[src/rtl/upd_pkg.sv]
// Shared types, character codes and helper functions of the URL percent decoder.
package upd_pkg;

   // Widths and reset values
   localparam int BYTE_WIDTH          = 8;
   localparam int LENGTH_WIDTH        = 16;
   localparam int COUNT_WIDTH_DEFAULT = 16;
   localparam int RUN_MAX             = 3;
   localparam int RUN_LEN_WIDTH       = 2;
   localparam logic [LENGTH_WIDTH-1:0] MAX_LENGTH_RESET = 16'hFFFF;

   // Character codes
   localparam logic [BYTE_WIDTH-1:0] CHAR_PLUS    = 8'h2B;
   localparam logic [BYTE_WIDTH-1:0] CHAR_PERCENT = 8'h25;
   localparam logic [BYTE_WIDTH-1:0] CHAR_SPACE   = 8'h20;
   localparam logic [BYTE_WIDTH-1:0] CHAR_ZERO    = 8'h30;
   localparam logic [BYTE_WIDTH-1:0] CHAR_NINE    = 8'h39;
   localparam logic [BYTE_WIDTH-1:0] CHAR_LOWER_A = 8'h61;
   localparam logic [BYTE_WIDTH-1:0] CHAR_LOWER_F = 8'h66;
   localparam logic [BYTE_WIDTH-1:0] CHAR_UPPER_A = 8'h41;
   localparam logic [BYTE_WIDTH-1:0] CHAR_UPPER_F = 8'h46;
   localparam logic [BYTE_WIDTH-1:0] HEX_LETTER_OFFSET = 8'd10;

   // Request payload
   typedef struct packed {
      logic [BYTE_WIDTH-1:0] in_byte;
      logic                  end_of_string;
   } req_type;

   // Response payload
   typedef struct packed {
      logic [BYTE_WIDTH-1:0]   out_byte;
      logic                    out_valid;
      logic                    last_of_run;
      logic                    string_done;
      logic [LENGTH_WIDTH-1:0] output_length;
   } rsp_type;

   // One decoded run: the bytes one request produced
   typedef struct packed {
      logic [RUN_MAX-1:0][BYTE_WIDTH-1:0] run_bytes;
      logic [RUN_LEN_WIDTH-1:0]           run_len;
      logic                               string_end;
   } run_type;

   // Hex digit decode result
   typedef struct packed {
      logic       ok;
      logic [3:0] value;
   } hex_type;

   function automatic hex_type hex_decode(input logic [BYTE_WIDTH-1:0] c);
      hex_type h;
      h.ok    = 1'b1;
      h.value = 4'd0;
      if (c inside {[CHAR_ZERO:CHAR_NINE]}) begin
         h.value = 4'(c - CHAR_ZERO);
      end else if (c inside {[CHAR_LOWER_A:CHAR_LOWER_F]}) begin
         h.value = 4'(c - CHAR_LOWER_A + HEX_LETTER_OFFSET);
      end else if (c inside {[CHAR_UPPER_A:CHAR_UPPER_F]}) begin
         h.value = 4'(c - CHAR_UPPER_A + HEX_LETTER_OFFSET);
      end else begin
         h.ok = 1'b0;
      end
      return h;
   endfunction

   function automatic logic [BYTE_WIDTH-1:0] plus_to_space(input logic [BYTE_WIDTH-1:0] c);
      return (c == CHAR_PLUS) ? CHAR_SPACE : c;
   endfunction

endpackage

[src/rtl/upd_front.sv]
// Front end: accepts encoded bytes, tracks escape and limit state, builds decoded runs.
module upd_front #(
   parameter int COUNT_WIDTH = upd_pkg::COUNT_WIDTH_DEFAULT
) (
   input  logic                               clock,
   input  logic                               reset,
   input  logic                               req_valid,
   output logic                               req_ready,
   input  upd_pkg::req_type                   req_payload,
   input  logic                               csr_wr_en,
   input  logic [upd_pkg::LENGTH_WIDTH-1:0]   csr_wr_data,
   input  logic                               run_ready,
   output logic                               run_valid,
   output upd_pkg::run_type                   run_data,
   output logic [COUNT_WIDTH-1:0]             run_base
);

   localparam int CMP_WIDTH = (COUNT_WIDTH > upd_pkg::LENGTH_WIDTH) ?
                              COUNT_WIDTH : upd_pkg::LENGTH_WIDTH;

   logic [upd_pkg::LENGTH_WIDTH-1:0] max_ff, max_in;
   logic [COUNT_WIDTH-1:0]           cnt_ff, cnt_in;
   logic                             lim_ff, lim_in;
   logic                             esc_ff, esc_in;
   logic                             full_ff, full_in;
   logic [upd_pkg::BYTE_WIDTH-1:0]   la_byte_ff, la_byte_in;

   logic [COUNT_WIDTH-1:0]                           cnt_v;
   logic                                             lim_v, esc_v, full_v;
   logic [upd_pkg::BYTE_WIDTH-1:0]                   lab_v;
   logic [upd_pkg::RUN_MAX-1:0][upd_pkg::BYTE_WIDTH-1:0] bytes_v;
   logic [upd_pkg::RUN_LEN_WIDTH-1:0]                n_v;
   upd_pkg::hex_type                                 h1, h2;
   logic [upd_pkg::BYTE_WIDTH-1:0]                   x;
   logic                                             last;
   logic                                             accept;

   function automatic logic below_limit(input logic [COUNT_WIDTH-1:0] c,
                                        input logic [upd_pkg::LENGTH_WIDTH-1:0] m);
      return CMP_WIDTH'(c) < CMP_WIDTH'(m);
   endfunction

   assign req_ready = run_ready;
   assign accept    = req_valid & req_ready;
   assign x         = req_payload.in_byte;
   assign last      = req_payload.end_of_string;

   // Decode one request against the current escape state
   always_comb begin
      cnt_v   = cnt_ff;
      lim_v   = lim_ff;
      esc_v   = esc_ff;
      full_v  = full_ff;
      lab_v   = la_byte_ff;
      bytes_v = '0;
      n_v     = '0;
      h1      = upd_pkg::hex_decode(la_byte_ff);
      h2      = upd_pkg::hex_decode(x);

      if (esc_ff && !full_ff) begin
         // '%' seen, waiting for the first digit
         if (last) begin
            esc_v = 1'b0;
            bytes_v[n_v] = upd_pkg::CHAR_PERCENT;
            n_v = n_v + 2'd1;
            cnt_v = cnt_v + COUNT_WIDTH'(1);
            if (lim_v || !below_limit(cnt_v, max_ff)) begin
               lim_v = 1'b1;
            end else begin
               bytes_v[n_v] = upd_pkg::plus_to_space(x);
               n_v = n_v + 2'd1;
               cnt_v = cnt_v + COUNT_WIDTH'(1);
            end
         end else begin
            lab_v  = x;
            full_v = 1'b1;
         end
      end else if (esc_ff) begin
         // second digit arrives
         esc_v  = 1'b0;
         full_v = 1'b0;
         if (h1.ok && h2.ok) begin
            bytes_v[n_v] = {h1.value, h2.value};
            n_v = n_v + 2'd1;
            cnt_v = cnt_v + COUNT_WIDTH'(1);
         end else begin
            // bad escape: literal '%', then rescan the held byte and this one
            bytes_v[n_v] = upd_pkg::CHAR_PERCENT;
            n_v = n_v + 2'd1;
            cnt_v = cnt_v + COUNT_WIDTH'(1);
            if (last) begin
               if (lim_v || !below_limit(cnt_v, max_ff)) begin
                  lim_v = 1'b1;
               end else begin
                  bytes_v[n_v] = upd_pkg::plus_to_space(la_byte_ff);
                  n_v = n_v + 2'd1;
                  cnt_v = cnt_v + COUNT_WIDTH'(1);
               end
               if (lim_v || !below_limit(cnt_v, max_ff)) begin
                  lim_v = 1'b1;
               end else begin
                  bytes_v[n_v] = upd_pkg::plus_to_space(x);
                  n_v = n_v + 2'd1;
                  cnt_v = cnt_v + COUNT_WIDTH'(1);
               end
            end else if (lim_v || !below_limit(cnt_v, max_ff)) begin
               lim_v = 1'b1;
            end else if (la_byte_ff == upd_pkg::CHAR_PERCENT) begin
               // held byte opens a new escape, this byte is its first digit
               esc_v  = 1'b1;
               lab_v  = x;
               full_v = 1'b1;
            end else begin
               bytes_v[n_v] = upd_pkg::plus_to_space(la_byte_ff);
               n_v = n_v + 2'd1;
               cnt_v = cnt_v + COUNT_WIDTH'(1);
               if (lim_v || !below_limit(cnt_v, max_ff)) begin
                  lim_v = 1'b1;
               end else if (x == upd_pkg::CHAR_PERCENT) begin
                  esc_v  = 1'b1;
                  full_v = 1'b0;
               end else begin
                  bytes_v[n_v] = upd_pkg::plus_to_space(x);
                  n_v = n_v + 2'd1;
                  cnt_v = cnt_v + COUNT_WIDTH'(1);
               end
            end
         end
      end else begin
         // plain position
         if (lim_v || !below_limit(cnt_v, max_ff)) begin
            lim_v = 1'b1;
         end else if (x == upd_pkg::CHAR_PERCENT && !last) begin
            esc_v  = 1'b1;
            full_v = 1'b0;
         end else begin
            bytes_v[n_v] = upd_pkg::plus_to_space(x);
            n_v = n_v + 2'd1;
            cnt_v = cnt_v + COUNT_WIDTH'(1);
         end
      end
   end

   // Next state: load the limit on a configuration write; hold, advance, or clear at the end of a string
   always_comb begin
      max_in     = csr_wr_en ? csr_wr_data : max_ff;
      cnt_in     = cnt_ff;
      lim_in     = lim_ff;
      esc_in     = esc_ff;
      full_in    = full_ff;
      la_byte_in = la_byte_ff;
      if (accept) begin
         if (last) begin
            cnt_in     = '0;
            lim_in     = 1'b0;
            esc_in     = 1'b0;
            full_in    = 1'b0;
            la_byte_in = '0;
         end else begin
            cnt_in     = cnt_v;
            lim_in     = lim_v;
            esc_in     = esc_v;
            full_in    = full_v;
            la_byte_in = lab_v;
         end
      end
   end

   // Run handed to the queue; a byte that produces nothing is dropped unless it ends the string
   assign run_valid           = accept & ((n_v != '0) | last);
   assign run_data.run_bytes  = bytes_v;
   assign run_data.run_len    = n_v;
   assign run_data.string_end = last;
   assign run_base            = cnt_ff;

   always_ff @(posedge clock) begin
      if (reset) begin
         max_ff     <= upd_pkg::MAX_LENGTH_RESET;
         cnt_ff     <= '0;
         lim_ff     <= 1'b0;
         esc_ff     <= 1'b0;
         full_ff    <= 1'b0;
         la_byte_ff <= '0;
      end else begin
         max_ff     <= max_in;
         cnt_ff     <= cnt_in;
         lim_ff     <= lim_in;
         esc_ff     <= esc_in;
         full_ff    <= full_in;
         la_byte_ff <= la_byte_in;
      end
   end

endmodule

[src/rtl/upd_queue.sv]
// Two-entry queue between the decode front end and the output back end.
module upd_queue #(
   parameter int DATA_WIDTH = 8
) (
   input  logic                  clock,
   input  logic                  reset,
   input  logic                  in_valid,
   output logic                  in_ready,
   input  logic [DATA_WIDTH-1:0] in_data,
   output logic                  out_valid,
   input  logic                  out_pop,
   output logic [DATA_WIDTH-1:0] out_data
);

   logic [DATA_WIDTH-1:0] entry_ff [2];
   logic                  wr_ptr_ff, wr_ptr_in;
   logic                  rd_ptr_ff, rd_ptr_in;
   logic [1:0]            count_ff, count_in;
   logic                  push, pop;

   assign in_ready  = (count_ff != 2'd2);
   assign out_valid = (count_ff != 2'd0);
   assign out_data  = entry_ff[rd_ptr_ff];
   assign push      = in_valid & in_ready;
   assign pop       = out_pop & out_valid;

   // Pointer and occupancy update
   always_comb begin
      wr_ptr_in = push ? ~wr_ptr_ff : wr_ptr_ff;
      rd_ptr_in = pop  ? ~rd_ptr_ff : rd_ptr_ff;
      count_in  = count_ff;
      if (push && !pop) begin
         count_in = count_ff + 2'd1;
      end else if (pop && !push) begin
         count_in = count_ff - 2'd1;
      end
   end

   always_ff @(posedge clock) begin
      if (reset) begin
         wr_ptr_ff <= 1'b0;
         rd_ptr_ff <= 1'b0;
         count_ff  <= 2'd0;
      end else begin
         wr_ptr_ff <= wr_ptr_in;
         rd_ptr_ff <= rd_ptr_in;
         count_ff  <= count_in;
      end
   end

   // Entry storage
   always_ff @(posedge clock) begin
      if (push) begin
         entry_ff[wr_ptr_ff] <= in_data;
      end
   end

endmodule

[src/rtl/upd_back.sv]
// Back end: splits each queued run into responses, one per cycle unless stalled, through the output register.
module upd_back #(
   parameter int COUNT_WIDTH = upd_pkg::COUNT_WIDTH_DEFAULT
) (
   input  logic                   clock,
   input  logic                   reset,
   input  logic                   run_valid,
   output logic                   run_pop,
   input  upd_pkg::run_type       run_data,
   input  logic [COUNT_WIDTH-1:0] run_base,
   output logic                   rsp_valid,
   input  logic                   rsp_ready,
   output upd_pkg::rsp_type       rsp_payload
);

   logic [upd_pkg::RUN_LEN_WIDTH-1:0] idx_ff, idx_in;
   logic                              valid_ff, valid_in;
   upd_pkg::rsp_type                  rsp_ff, rsp_in;
   logic                              load, final_item;
   logic                              marker;
   logic [COUNT_WIDTH-1:0]            len_sum;

   assign load       = run_valid & (~valid_ff | rsp_ready);
   assign marker     = (run_data.run_len == '0);
   assign final_item = marker | (idx_ff == run_data.run_len - 2'd1);
   assign len_sum    = run_base + COUNT_WIDTH'(idx_ff) + COUNT_WIDTH'(1);
   assign run_pop    = load & final_item;

   // Build the next response from the head run
   always_comb begin
      rsp_in = rsp_ff;
      if (load) begin
         rsp_in.last_of_run = final_item;
         rsp_in.string_done = final_item & run_data.string_end;
         if (marker) begin
            rsp_in.out_byte      = '0;
            rsp_in.out_valid     = 1'b0;
            rsp_in.output_length = upd_pkg::LENGTH_WIDTH'(run_base);
         end else begin
            rsp_in.out_byte      = run_data.run_bytes[idx_ff];
            rsp_in.out_valid     = 1'b1;
            rsp_in.output_length = upd_pkg::LENGTH_WIDTH'(len_sum);
         end
      end
   end

   // Item index within the run and output valid
   always_comb begin
      idx_in   = idx_ff;
      valid_in = valid_ff;
      if (load) begin
         idx_in   = final_item ? '0 : idx_ff + 2'd1;
         valid_in = 1'b1;
      end else if (rsp_ready) begin
         valid_in = 1'b0;
      end
   end

   always_ff @(posedge clock) begin
      if (reset) begin
         idx_ff   <= '0;
         valid_ff <= 1'b0;
      end else begin
         idx_ff   <= idx_in;
         valid_ff <= valid_in;
      end
   end

   always_ff @(posedge clock) begin
      rsp_ff <= rsp_in;
   end

   assign rsp_valid   = valid_ff;
   assign rsp_payload = rsp_ff;

endmodule

[src/rtl/url_percent_decoder_core.sv]
// Top level of the streaming form-style URL percent decoder.
// Takes one encoded byte per request and returns one to three decoded bytes per
// request ('+' to space, "%hh" to one byte, bad escapes passed through literally),
// or a bare end marker when the final byte of a string produces no data. A request
// is accepted every cycle while the two-entry run queue has room; the back end
// drains the queue through a single output register at one response per cycle
// while rsp_ready is high, and a stream of bytes giving at most one response each
// runs at one byte per cycle under that condition. Requests that only complete
// half of an escape produce no response. Configuration writes of the output
// limit are taken at any cycle the write enable is high.
module url_percent_decoder_core #(
   parameter int COUNT_WIDTH = upd_pkg::COUNT_WIDTH_DEFAULT
) (
   input  logic                             clock,
   input  logic                             reset,
   input  logic                             req_valid,
   output logic                             req_ready,
   input  upd_pkg::req_type                 req_payload,
   output logic                             rsp_valid,
   input  logic                             rsp_ready,
   output upd_pkg::rsp_type                 rsp_payload,
   input  logic                             csr_wr_en,
   input  logic [upd_pkg::LENGTH_WIDTH-1:0] csr_wr_data
);

   localparam int RUN_WIDTH   = $bits(upd_pkg::run_type);
   localparam int ENTRY_WIDTH = COUNT_WIDTH + RUN_WIDTH;

   logic                   push_valid, push_ready;
   upd_pkg::run_type       push_run;
   logic [COUNT_WIDTH-1:0] push_base;
   logic                   head_valid, head_pop;
   logic [ENTRY_WIDTH-1:0] head_data;
   upd_pkg::run_type       head_run;
   logic [COUNT_WIDTH-1:0] head_base;

   upd_front #(
      .COUNT_WIDTH(COUNT_WIDTH)
   ) u_front (
      .clock      (clock),
      .reset      (reset),
      .req_valid  (req_valid),
      .req_ready  (req_ready),
      .req_payload(req_payload),
      .csr_wr_en  (csr_wr_en),
      .csr_wr_data(csr_wr_data),
      .run_ready  (push_ready),
      .run_valid  (push_valid),
      .run_data   (push_run),
      .run_base   (push_base)
   );

   upd_queue #(
      .DATA_WIDTH(ENTRY_WIDTH)
   ) u_queue (
      .clock    (clock),
      .reset    (reset),
      .in_valid (push_valid),
      .in_ready (push_ready),
      .in_data  ({push_base, push_run}),
      .out_valid(head_valid),
      .out_pop  (head_pop),
      .out_data (head_data)
   );

   // Split the queue head back into run and base count
   assign head_run  = head_data[RUN_WIDTH-1:0];
   assign head_base = head_data[ENTRY_WIDTH-1:RUN_WIDTH];

   upd_back #(
      .COUNT_WIDTH(COUNT_WIDTH)
   ) u_back (
      .clock      (clock),
      .reset      (reset),
      .run_valid  (head_valid),
      .run_pop    (head_pop),
      .run_data   (head_run),
      .run_base   (head_base),
      .rsp_valid  (rsp_valid),
      .rsp_ready  (rsp_ready),
      .rsp_payload(rsp_payload)
   );

endmodule

[config.mk]
export PLATFORM = sky130hd
export DESIGN_NAME = url_percent_decoder_core
export DESIGN_NICKNAME = d
export VERILOG_FILES = /design/src/rtl/upd_pkg.sv /design/src/rtl/upd_front.sv /design/src/rtl/upd_queue.sv /design/src/rtl/upd_back.sv /design/src/rtl/url_percent_decoder_core.sv
export SDC_FILE = /design/constraint.sdc
export NUM_CORES = 1
export LEC_CHECK = 0
export ABC_AREA = 1
export BUFFER_PORTS_ARGS = -buffer_cell sky130_fd_sc_hd__buf_2
export CAP_MARGIN = 40
export CORE_AREA = 2 2 177 179
export DETAILED_ROUTE_END_ITERATION = 6
export DIE_AREA = 0 0 179 181
export HOLD_SLACK_MARGIN = 0.06
export SLEW_MARGIN = 20
export SYNTH_ARGS = -nofsm -noshare
export SYNTH_HDL_FRONTEND = slang
export SYNTH_SLANG_ARGS = --single-unit
[constraint.sdc]
create_clock -name clock -period 13.8 [get_ports clock]
set_input_delay 2.76 -clock clock [delete_from_list [all_inputs] [get_ports clock]]
set_output_delay 2.76 -clock clock [all_outputs]
set_load 0.03 [all_outputs]
==> results of run 1 <==
## Yosys cell counts, types with 5 or more instances
cell type,count
edfxtp_1,113
xor2_1,18
o22ai_1,10
nor2_4,11
o21a_1,9
ha_1,76
nand3_1,66
nor2_2,7
nor4_1,5
inv_1,122
clkbuf_1,20
o21ai_0,96
xnor2_1,7
o211ai_1,5
buf_2,12
nor3_1,11
nand4_1,35
nand2_1,254
mux2i_1,14
a21oi_1,106
nand2_2,14
dfxtp_1,51
nor2_1,116
clkinv_1,7
## report_power, final
| part | internal (mW) | switching (mW) | leakage, nW |
|---|---|---|---|
| logic | 0.147 | 0.333 | 2.98 |
| clock network | 0.249 | 0.242 | 0.300 |
| registers | 0.644 | 0.0308 | 1.49 |
| total | 1.04 | 0.605 | 4.77 |
## worst max-delay path: cells and delay by family (launching register included)
family	cells	cell delay [ns]
simple gates	15	1.76
fa+ha+maj	4	1.28
compound gates	8	0.96
flops	1	0.65
xor+xnor	1	0.45
buf+inv	3	0.39
## logic make-up (layout without fill, tap and decap cells)
family | after synthesis | count (layout) | share of synthesized area (%)
AO/OA/AOI/OAI | 253 | 253 | 13.54
XOR/XNOR | 26 | 26 | 2.307
adder cells (fa/ha/maj) | 77 | 77 | 9.523
buffers and inverters | 165 | 233 | 6.259
flip-flops | 164 | 164 | 43.29
multiplexers | 14 | 14 | 1.374
AND/OR/NAND/NOR | 536 | 536 | 23.71
## worst min-delay path by stage
stage | start | end | slack [ns] | cells past startpoint
finish | u_queue.rd_ptr_ff | register | 0.46 | 1
global route | u_queue.rd_ptr_ff | register | 0.49 | 1
CTS | u_queue.rd_ptr_ff | u_queue.rd_ptr_ff | 0.45 | 1
detailed placement | u_queue.rd_ptr_ff | u_queue.rd_ptr_ff | 0.44 | 1
global placement | u_queue.rd_ptr_ff | u_queue.rd_ptr_ff | 0.44 | 1
floorplan | u_queue.rd_ptr_ff | register | 0.43 | 1
## layer usage
metal  vias up  global-route usage [%]  wire (um)
met3        27                   3.220       2049
met5         -                       0          0
met2       346                   24.77      11630
met1      4052                   26.20      13400
met4         0                   4.033        346
li1       4359                       -          -
## cell type report
class / count / area, um2 / area share [%]
clock buffer: 17 / 425.4 / 3.659
timing repair buffer: 69 / 432.9 / 3.723
clock inverter: 15 / 193.9 / 1.668
sequential: 164 / 4414 / 37.96
tap: 396 / 495.5 / 4.261
inverter: 132 / 495.5 / 4.261
multi-input combinational: 906 / 5170 / 44.46
## through the flow
step                cells  utilization, %  power (mW)  cell area (um2)
floorplan            1235               -       1.017            10200
global placement     1660           35.90       1.143            10900
detailed placement   1666           36.22       1.166            10990
CTS                  1698           38.26       1.657            11610
global route         1699           38.31       1.740            11630
finish               1699           38.31       1.645            11630
## registers in the layout, indices dropped and copies added, names as in the netlist, 2 cells and up, named ones only
name                cells
u_queue.entry_ff       86
u_back.idx_ff           2
u_front.run_base       16
u_front.max_ff         16
u_back.rsp_payload     27
u_front.la_byte_ff      8
u_queue.count_ff        2
==> flow_metrics.tcl, run 1 <==
set metrics [dict create \
    crit_path_max_incr_delay_ns 0.65 \
    crit_fanout 24 \
    hold_path_class "reg2reg" \
    grtUsageTotal_pct 17.16 \
    synthFlopType "edfxtp_1" \
    cts_tree "yes" \
    fp.dieW_um 179 \
    ios 59 \
    core-area_mm2 0.03035 \
    cp.required_ns 13.96 \
    die-area_mm2 0.03240 \
    gp_congestion 0.9580 \
    post-place-ws_ns 7.958 \
    critPathLaunchType "register" \
    viasPerCell 5.170 \
    wire_per_inst_um 16.14 \
    first_pass_iters 5 \
    syn_area_mm2 0.01020 \
    finalSetupViolCount 0 \
    rsz0062_at_grt "no" \
    yosysWarnings 0 \
    relSlewSlack_pct 48.53 \
    r2r_cells 31 \
    power_density_mw_per_mm2 141.5 \
    final_nets 1397 \
    vdd_drop_max_v 0.00009662 \
    critical_path_class "reg2reg" \
    grt_pass1_wl_um 43470 \
    post_cts_resized 0 \
    worstSkewPairLatency_ns 0.44 \
    drtAntennaViolNets 0 \
    synth_top_area_share_pct 33.28 \
    grt_max_degree 33 \
    cts.clk_slew.worst_paths_ns 0.08 \
    cts_made_buffers 17 \
    cap_viol_max_count 0 \
    fin_crit_sh_pct 41.97 \
    syn2layout_area_growth_pct 14.04 \
    synth-seq-cells 164 \
    htree_levels 4 \
    avgSynthCellArea_um2 8.256 \
    num-fill-cells 3042 \
    synth_top_area_cell "edfxtp_1" \
    final_cell_mix "nand2_1, inv_1, nor2_1, edfxtp_1, a21oi_1" \
    clock_sinks 164 \
    p_leak_nw 4.773 \
    place.port_buffers 58 \
    netlist_instances 1235 \
    tns_ns 0 \
    yosysSeqAreaShare_pct 43.29 \
    fin_skew_ns 0.01369 \
    drive_gt1_share_pct 11.51 \
    drc_errors 0 \
    wl_um 27430 \
    r2r_start "u_front.run_base[0]" \
    yosysUniqueCellTypes 45 \
    place_hpwl_um 20590 \
    initial_utilization_pct 33.60 \
    layout_setup_ws_ns 8.008 \
    end_kind "register" \
    critPathLaunch "u_front.run_base[0]" \
    status "completed" \
    max_freq_ghz 0.1727 \
    fp-row-count 64 \
    async_reset_ff_share_pct 0 \
    antenna_found_initial 0 \
    cts_hold_buffers 0 \
    tightest_slew_ns 0.7692 \
    slew_violations 0 \
    clockBufferDepth 2 \
    crit_arrival_ns 5.95 \
    slowest_stage "dfxtp_1" \
    vias 8784 \
    cts_root_buf "clkbuf_16" \
    r2r_end "u_queue.entry_ff[0][1]" \
    cpMostUsedCell "o21ai_0" \
    final_common_cell "nand2_1" \
    grt_overflow 0 \
    ys_top_cells_by_area "edfxtp_1, dfxtp_1, nand2_1, ha_1, a21oi_1" \
    grt_pass1_vias 7815 \
    hold_ws_ns 0.4567 \
    die_y_um 181 \
    ff2ff_setup_slack_ns 8.01 \
    syn_nets 1342 \
    crit_path_end "u_queue.entry_ff[0][1]" \
    post_cts_buffers 0 \
    diodes 0 \
    synth_edf_count 113 \
    drtIter0Drc 837 \
    final_hold_viol_count 0 \
    period_minus_slack_ns 5.792 \
]
Note: power is estimated with default switching activity, not from simulation.
==> inputs of run 2 (changes only) <==
- clock period: 13.8 -> 5.9 ns (I/O delays scaled with it)
==> flow_metrics.tcl, run 2 (same netlist as run 1, synthesis figures left out) <==
set metrics [dict create \
    status "completed" \
    post-place-ws_ns 0.4938 \
    place.port_buffers 58 \
    cts.clk_slew.worst_paths_ns 0.07 \
    vias 8795 \
    relSlewSlack_pct 43.69 \
    rsz0062_at_grt "no" \
    htree_levels 4 \
    final_hold_viol_count 0 \
    largest_register_ff_count 86 \
    cts_hold_buffers 0 \
    place_hpwl_um 21030 \
    gp_congestion 0.9700 \
    critical_path_class "reg2reg" \
    worstSkewPairLatency_ns 0.44 \
    final_cell_mix "nand2_1, inv_1, nor2_1, edfxtp_1, a21oi_1" \
    antenna_found_initial 0 \
    syn2layout_area_growth_pct 14.09 \
    cts_tree "yes" \
    first_pass_iters 5 \
    die_y_um 181 \
    vdd_drop_max_v 0.0002148 \
    initial_utilization_pct 33.60 \
    drive_gt1_share_pct 11.99 \
    viasPerCell 5.158 \
    final_nets 1403 \
    diodes 0 \
    grtUsageTotal_pct 17.53 \
    finalSetupViolCount 0 \
    cpMostUsedCell "o21ai_0" \
    wl_um 27690 \
    max_freq_ghz 0.1878 \
    ios 59 \
    grt_overflow 0 \
    end_kind "register" \
    crit_arrival_ns 5.49 \
    slew_violations 0 \
    core-area_mm2 0.03035 \
    cts_root_buf "clkbuf_16" \
    grt_pass1_vias 8083 \
    slowest_stage "dfxtp_1" \
    clockBufferDepth 2 \
    cp.required_ns 6.07 \
    p_leak_nw 4.788 \
    num-fill-cells 3043 \
    fin_crit_sh_pct 90.23 \
    tightest_slew_ns 0.8415 \
    grt_max_degree 33 \
    critPathLaunchType "register" \
    tns_ns 0 \
    regMostFlops "u_queue.entry_ff" \
    wire_per_inst_um 16.24 \
    drc_errors 0 \
    power_density_mw_per_mm2 327.5 \
    cap_viol_max_count 0 \
    drtIter0Drc 790 \
    fp.dieW_um 179 \
    final_common_cell "nand2_1" \
    period_minus_slack_ns 5.324 \
    fp-row-count 64 \
    layout_setup_ws_ns 0.5761 \
    crit_fanout 16 \
    die-area_mm2 0.03240 \
    fin_skew_ns 0.02210 \
    clock_sinks 164 \
    drtAntennaViolNets 0 \
    grt_pass1_wl_um 44270 \
    crit_path_max_incr_delay_ns 0.44 \
    hold_path_class "reg2reg" \
    cts_made_buffers 17 \
]
==> run 2: worst paths after layout <==
check                                    startpoint                endpoint  slack (ns)  cells after the start
worst max-delay path            u_front.run_base[0]  u_queue.entry_ff[0][1]        0.58                     29
worst min-delay path              u_queue.rd_ptr_ff                register        0.44                      1
worst max register to register  u_front.run_base[0]  u_queue.entry_ff[0][1]        0.58                     29
worst min register to register    u_queue.rd_ptr_ff                register        0.44                      1
==> run 2: critical path: cells and delay by family (launching register included) <==
| kind | cells | cell delay, ns |
|---|---|---|
| xor+xnor | 1 | 0.31 |
| buf+inv | 6 | 0.71 |
| fa+ha+maj | 3 | 0.88 |
| flops | 1 | 0.44 |
| compound gates | 8 | 1.34 |
| simple gates | 11 | 1.37 |
==> run 2: per-layer routing <==
layer / wire [um] / track usage, %
met1: 13480 / 26.41
met2: 12130 / 26.51
met3: 1716 / 2.062
met4: 362 / 4.358
met5: 0 / 0
==> run 2: area by class of cell <==
class | count | area, um2 | share of cell area (%)
clock buffers | 17 | 425.4 | 3.657
repair buffers | 75 | 455.4 | 3.915
clock inverters | 15 | 175.2 | 1.506
multi-input cells | 906 | 5170 | 44.44
inverters | 132 | 495.5 | 4.259
well taps | 396 | 495.5 | 4.259
flip-flops and latches | 164 | 4415 | 37.96
==> run 2: power breakdown <==
group / switching (mW) / internal (mW)
clock: 0.544 / 0.573
combinational: 0.774 / 0.332
sequential: 0.0804 / 1.51
==> run 2: stage by stage <==
step                      hold slack (ns)  power (mW)  area [um2]  cells  utilization, %
after detailed placement           0.4419       2.729       11030   1673           36.35
after global routing               0.4664       4.021       11630   1705           38.33
after CTS                          0.4428       3.843       11630   1705           38.32
after floorplan                    0.4255       2.378       10200   1235               -
after global placement             0.4375       2.686       10960   1669           36.12
final                              0.4412       3.810       11630   1705           38.33
==> run 2: timing repair <==
action | in CTS | in global routing
gates resized for setup | 0 | 2
setup endpoints to repair | 0 | 4
setup buffers | 0 | 0
==> inputs of run 3 (changes only) <==
- CTS_BUF_LIST: unset -> sky130_fd_sc_hd__clkbuf_16
- PLACE_DENSITY_LB_ADDON: unset -> 0.08
- SKIP_LAST_GASP: unset -> 1
==> flow_metrics.tcl, run 3 (same netlist as run 1, synthesis figures left out) <==
set metrics [dict create \
    fin_crit_sh_pct 89.81 \
    crit_path_end "u_queue.entry_ff[0][1]" \
    antenna_found_initial 0 \
    fin_skew_ns 0.01803 \
    cts_root_buf "clkbuf_16" \
    drc_errors 0 \
    final_util_pct 38.63 \
    grt_pass1_vias 7859 \
    crit_fanout 17 \
    r2r_cells 28 \
    finalSetupViolCount 0 \
    critical_path_class "reg2reg" \
    grt_overflow 0 \
    ios 59 \
    cts.clk_slew.worst_paths_ns 0.07 \
    core-area_mm2 0.03035 \
    wl_um 29130 \
    final_nets 1406 \
    period_minus_slack_ns 5.299 \
    drtAntennaViolNets 0 \
    largest_register_ff_count 86 \
    final_hold_viol_count 0 \
    fp-row-count 64 \
    finalInstanceArea_mm2 0.01172 \
    slew_violations 0 \
    r2r_start "u_front.run_base[1]" \
    vdd_drop_max_v 0.0001877 \
    place.port_buffers 58 \
    diodes 0 \
    initial_utilization_pct 33.60 \
    r2r_end "u_queue.entry_ff[0][1]" \
    clockBufferDepth 2 \
    clock_sinks 164 \
    power_density_mw_per_mm2 332.2 \
    viasPerCell 5.012 \
    die_y_um 181 \
    status "completed" \
    final_common_cell "nand2_1" \
    cap_viol_max_count 0 \
    ff2ff_setup_slack_ns 0.60 \
    gp_congestion 0.9001 \
    p_leak_nw 4.828 \
    crit_arrival_ns 5.42 \
    cts_made_buffers 17 \
    critPathLaunchType "register" \
    die-area_mm2 0.03240 \
    cp.required_ns 6.03 \
    wire_per_inst_um 17.05 \
    htree_levels 4 \
    cpMostUsedCell "o21ai_0" \
    first_pass_iters 5 \
    tns_ns 0 \
    rsz0062_at_grt "no" \
    vias 8561 \
    cts_hold_buffers 0 \
    critPathLaunch "u_front.run_base[1]" \
    grtUsageTotal_pct 18.51 \
    crit_path_max_incr_delay_ns 0.54 \
    cts_tree "yes" \
    drive_gt1_share_pct 12.27 \
    drtIter0Drc 605 \
    placed_cell_area_mm2 0.01107 \
    place_hpwl_um 22150 \
    max_freq_ghz 0.1887 \
    end_kind "register" \
    hold_path_class "reg2reg" \
    num-fill-cells 3127 \
    fp.dieW_um 179 \
    worstSkewPairLatency_ns 0.44 \
    grt_pass1_wl_um 45820 \
    relSlewSlack_pct 50.70 \
    regMostFlops "u_queue.entry_ff" \
    syn2layout_area_growth_pct 14.98 \
    slowest_stage "dfxtp_1" \
    final_cell_mix "nand2_1, inv_1, nor2_1, edfxtp_1, a21oi_1" \
    grt_max_degree 45 \
    tightest_slew_ns 0.7395 \
]
-- run 3: cell types whose count changed in the layout (fill, tap and decap cells not counted), moves of 2 or more --
| cell | delta |
|---|---|
| inv_12 | +4 |
| inv_8 | -2 |
| clkinv_8 | +2 |
| clkinv_4 | -2 |
-- run 3: layout make-up --
class | instances | area (um2) | area share [%]
Timing Repair Buffer | 78 | 498.0 | 4.248
Tap cell | 396 | 495.5 | 4.226
Clock buffer | 17 | 425.4 | 3.629
Clock inverter | 15 | 216.5 | 1.846
Inverter | 132 | 495.5 | 4.226
Multi-Input combinational cell | 906 | 5179 | 44.17
Sequential cell | 164 | 4414 | 37.65
-- run 3: power breakdown --
part | total, mW | internal [mW] | leakage [nW] | switching (mW)
clock network | 1.19 | 0.596 | 0.307 | 0.597
registers | 1.58 | 1.50 | 1.49 | 0.0755
logic | 1.12 | 0.342 | 3.03 | 0.779
total | 3.89 | 2.44 | 4.83 | 1.45
-- run 3: worst min-delay path by stage --
stage / from / endpoint / cells past startpoint
final: u_queue.rd_ptr_ff / u_queue.rd_ptr_ff / 1
after global routing: u_queue.rd_ptr_ff / u_queue.rd_ptr_ff / 1
after CTS: u_queue.rd_ptr_ff / u_queue.rd_ptr_ff / 1
after detailed placement: u_queue.rd_ptr_ff / register / 1
after global placement: u_queue.rd_ptr_ff / u_queue.rd_ptr_ff / 1
after floorplan: u_queue.rd_ptr_ff / register / 1
-- run 3: worst max-delay path, delay by kind of cell, from the launching register on --
kind | cells | cell delay [ns]
AO/OA/AOI/OAI | 8 | 1.20
XOR/XNOR | 1 | 0.22
adder cells (fa/ha/maj) | 4 | 1.15
flip-flops | 1 | 0.54
AND/OR/NAND/NOR | 11 | 1.43
buffers and inverters | 4 | 0.42
-- run 3: routing by layer --
layer	share of wire, %	wire length [um]	track usage [%]
met5	0	0	0
met3	4.0	1156	2.378
met2	42	12280	26.77
met1	53	15320	28.74
met4	1.3	371	4.683
-- run 3: what timing repair did --
item,4_1_cts,5_1_grt
endpoints found under the setup margin,0,10
resized for setup,0,2
setup buffers,0,0
-- run 3: through the flow --
stage	power [mW]	setup WS, ns	cells	hold WS [ns]
CTS	3.951	0.4770	1708	0.4579
detailed placement	2.748	0.5200	1676	0.4457
global route	4.128	0.004013	1708	0.4783
floorplan	2.378	1.253	1235	0.4255
finish	3.894	0.6013	1708	0.4555
global placement	2.706	0.6140	1672	0.4441
